==> src/hdl/bpt_pkg.sv <==
// Package for the paged vector translator: sizes, location codes, state and status types.
// No dependencies; imported by every module of the block.
`default_nettype none

package bpt_pkg;

    localparam int MAX_BLOCKS = 1024;
    localparam int SLOTS      = 16;
    localparam int BLK_W      = (MAX_BLOCKS > 1) ? $clog2(MAX_BLOCKS) : 1;
    localparam int SLOT_W     = (SLOTS > 1) ? $clog2(SLOTS) : 1;
    localparam int LOC_W      = SLOT_W + 1;
    localparam int IDX_W      = 26;
    localparam int CNT_W      = 27;
    localparam int VAL_W      = 32;
    localparam int OFF_W      = 16;
    localparam int CFG_W      = 5;
    localparam int MAX_SHIFT  = 16;
    localparam int CAP_W      = BLK_W + MAX_SHIFT + 1;
    localparam int ALU_W      = (CAP_W > CNT_W) ? CAP_W : CNT_W;

    localparam logic [CNT_W-1:0] COUNT_MAX  = '1;
    localparam logic [LOC_W-1:0] LOC_STORED = {1'b1, {SLOT_W{1'b0}}};
    localparam logic [LOC_W-1:0] LOC_NONE   = {1'b1, {(SLOT_W-1){1'b0}}, 1'b1};

    typedef enum logic {
        REG_BLOCK_SHIFT  = 1'b0,
        REG_SLOTS_IN_USE = 1'b1
    } cfg_reg_t;

    typedef enum logic [1:0] {
        ST_OK    = 2'd0,
        ST_RANGE = 2'd1,
        ST_FULL  = 2'd2
    } status_t;

    typedef enum logic {
        ALU_GE  = 1'b0,
        ALU_SHR = 1'b1
    } alu_op_t;

    typedef enum logic [2:0] {
        S_IDLE,
        S_RANGE,
        S_SPLIT,
        S_BOUND,
        S_LOOK,
        S_FILL
    } seq_state_t;

    typedef struct packed {
        logic             rd_en;
        logic             wr_en;
        logic [BLK_W-1:0] addr;
        logic [LOC_W-1:0] wr_data;
    } tbl_req_t;

endpackage

`default_nettype wire

==> src/hdl/bpt_alu.sv <==
// Shared compare/shift unit: unsigned greater-or-equal or logical right shift.
// Depends on bpt_pkg.
`default_nettype none

module bpt_alu import bpt_pkg::*; (
    input  alu_op_t          op,
    input  logic [ALU_W-1:0] a,
    input  logic [ALU_W-1:0] b,
    input  logic [CFG_W-1:0] sh,
    output logic [ALU_W-1:0] res
);

    always_comb
    begin
        unique case (op)
            ALU_GE:  res = {{(ALU_W-1){1'b0}}, (a >= b)};
            ALU_SHR: res = a >> sh;
            default: res = '0;
        endcase
    end

endmodule

`default_nettype wire

==> config.mk <==
export PLATFORM = sky130hd
export DESIGN_NAME = bpt_alu
export DESIGN_NICKNAME = d
export VERILOG_FILES = /design/src/hdl/bpt_pkg.sv /design/src/hdl/bpt_alu.sv
export SDC_FILE = /design/constraint.sdc
export NUM_CORES = 1
export LEC_CHECK = 0
export ABC_CLOCK_PERIOD_IN_PS = 2500
export BUFFER_PORTS_ARGS = -buffer_cell sky130_fd_sc_hd__buf_2
export CORE_ASPECT_RATIO = 0.7
export CORE_MARGIN = 2
export CORE_UTILIZATION = 30
export DETAILED_ROUTE_END_ITERATION = 10
export PLACE_DENSITY_LB_ADDON = 0.15
export SLEW_MARGIN = 5
export SYNTH_ARGS = -nofsm -noshare
export SYNTH_HDL_FRONTEND = slang
export SYNTH_SLANG_ARGS = --single-unit
==> constraint.sdc <==
create_clock -name vclk -period 2.5
set_input_delay 0.625 -clock vclk [all_inputs]
set_output_delay 0.625 -clock vclk [all_outputs]
set_load 0.02 [all_outputs]
==> flow_metrics.tcl <==
set metrics [dict create \
    status "finished, violations left" \
    violations "negative setup slack" \
    syn_to_final_growth_pct 91.97 \
    dp_hpwl_um 5826 \
    regArea_um2 0 \
    multi_input_area_um2 2208 \
    crit_buf_inv 3 \
    max_slew_margin_pct 78.18 \
    io_pins 87 \
    vias 2542 \
    grt_pass1_wl_um 11890 \
    wl_met1_um 3734 \
    max_stage_delay_ns 0.50 \
    end_kind "output pin" \
    ctsHoldBuffers 0 \
    hold_viol 0 \
    rows 24 \
    core_um2 6276 \
    diodes 0 \
    wl_per_cell_um 15.28 \
    ys_warn_count 0 \
    holdPathStages 4 \
    final_nets 502 \
    worstMarginPinSlew_ns 0.3263 \
    drtPass1Iterations 5 \
    syn-instance-count 268 \
    nClkBuffers 0 \
    start_util_pct 31.28 \
    fp.dieH_um 71.68 \
    maxSlewViolCount 0 \
    via_per_inst 5.177 \
    fmax_mhz 362.6 \
    netlist_area_um2 1963 \
    drt_iter0_markers 102 \
    pwr_density_cell_nw_per_um2 208.3 \
    critPathTopFamily "multiplexers" \
    period_minus_slack_ns 2.758 \
    wl_um 7502 \
    final_cell_mix "buf_4 (59), buf_2 (56), buf_6 (35)" \
    dr_wl_met3_um 430 \
    fill_cells 566 \
    pre_cts_ws_ns -0.5976 \
    critPathKind "in -> out" \
    cp_common_cell "buf_6" \
    finalCritPeriodShare_pct 110.3 \
    path_depth 8 \
    irDropWorstVdd_v 0.00007706 \
    grt_max_degree 26 \
    grt_pass1_vias 2468 \
    drv_cap 0 \
    antenna_found_initial 0 \
    synth_fp_nets 355 \
    gp_congestion 0.8778 \
    dieArea_um2 7217 \
    ys_seq_area_share_pct 0 \
    crit_required_ns 1.88 \
    cpMaxStageDelayCell "mux4_2" \
    crit_path_start_kind "input pin" \
    layout_commonest_cell "buf_4" \
    wl_met2_um 3318 \
    arrival_ns 2.13 \
    drive_gt1_share_pct 59.56 \
    seq_cells 0 \
    finalPower_w 0.0007849 \
    highest_layer "met4" \
    crit_fanout 3 \
    total_leakage_power_nw 1.810 \
    globalRouteOverflowTotal 0 \
    placed_area_um2 3022 \
    fin_ws_ns -0.2579 \
    drc 0 \
    setup_viol 23 \
    numPortBuffers 87 \
    stdcell_area_um2 3769 \
    syn_area_per_cell_um2 7.325 \
    worstPathCellList "buf_8, buf_6, mux2_4, mux4_2, a21oi_2, o21ai_2, o2bb2ai_4, buf_6" \
    fp.dieW_um 100.7 \
    synth_cell_type_count 38 \
    finish.utilization_pct 60.05 \
    hp-class "in -> out" \
    grt_usage_pct 19.95 \
    rsz0062_at_grt "true" \
    ant_nets 0 \
]
==> report_power, final <==
group / switching (W) / internal [W] / total (W)
Clock: 0 / 0 / 0
Sequential: 0 / 0 / 0
Combinational: 0.000369 / 0.000416 / 0.000785
==> final timing paths <==
path              startpoint     end  slack (ns)
setup / recovery        a[8]  res[0]       -0.26
hold / removal            op  res[0]        1.77
==> cells by family after synthesis <==
| kind of cell | after synthesis | synth area share (%) |
|---|---|---|
| muxes | 48 | 33.84 |
| adders and majority gates | 27 | 17.21 |
| and+or+nand+nor | 79 | 17.72 |
| buffers and inverters | 48 | 10.52 |
| AOI/OAI and AO/OA | 66 | 20.71 |
==> synth_stat cells <==
cell / number / area (um^2)
nor2_1: 30 / 112.6
inv_1: 29 / 108.9
a21oi_1: 27 / 135.1
ha_1: 27 / 337.8
mux2i_1: 27 / 270.3
nand2_1: 24 / 90.09
mux4_2: 13 / 292.8
o22ai_1: 9 / 56.30
nand3_1: 8 / 40.04
a211oi_1: 7 / 52.55
nand4_1: 7 / 43.79
buf_2: 6 / 30.03
clkbuf_1: 6 / 22.52
a21o_1: 5 / 37.54
o21ai_0: 5 / 25.02
mux2_2: 4 / 45.04
mux2_4: 3 / 45.04
nand2b_1: 3 / 18.77
o21a_1: 3 / 22.52
o21ai_1: 3 / 15.01
and3_1: 2 / 12.51
buf_6: 2 / 22.52
clkinv_1: 2 / 7.510
nor3_1: 2 / 10.01
a2111oi_0: 1 / 8.760
a31o_1: 1 / 8.760
buf_1: 1 / 3.750
buf_4: 1 / 7.510
inv_2: 1 / 3.750
mux2_1: 1 / 11.26
nand3b_1: 1 / 7.510
nor2b_1: 1 / 6.260
o211a_1: 1 / 10.01
o2bb2ai_1: 1 / 8.760
o311ai_0: 1 / 8.760
o31a_1: 1 / 8.760
o32ai_1: 1 / 8.760
or3_1: 1 / 6.260
==> metal layers <==
| layer | vias to the layer above | global-route usage, % |
|---|---|---|
| li1 | 1275 | - |
| met3 | 2 | 1.659 |
| met2 | 79 | 32.37 |
| met1 | 1186 | 30.40 |
| met5 | - | 0 |
| met4 | 0 | 0.6088 |
==> metrics by stage <==
stage	std cells	setup TNS [ns]	hold slack, ns
2_1_floorplan	268	-0.05324	1.421
3_3_place_gp	483	-11.34	1.765
3_5_place_dp	483	-11.77	1.771
4_1_cts	490	-2.774	1.760
5_1_grt	491	-4.938	1.771
6_report	491	-3.289	1.765
==> tightest hold or removal path, delay by kind of cell <==
family,cells,cell delay [ns]
compound gates,2,0.23
buf+inv,2,0.29
==> layout make-up <==
class | instances | share of cell area, %
inverter | 32 | 3.254
multi-input combinational | 220 | 58.60
tap | 78 | 2.590
timing repair buffer | 161 | 35.56
==> timing repair <==
item	4_1_cts	5_1_grt
cloned	2	1
endpoints found under the setup margin	26	23
pin swaps	20	15
gates resized for setup	112	27
setup buffers	5	0
Power figures use the tool's default switching activity.
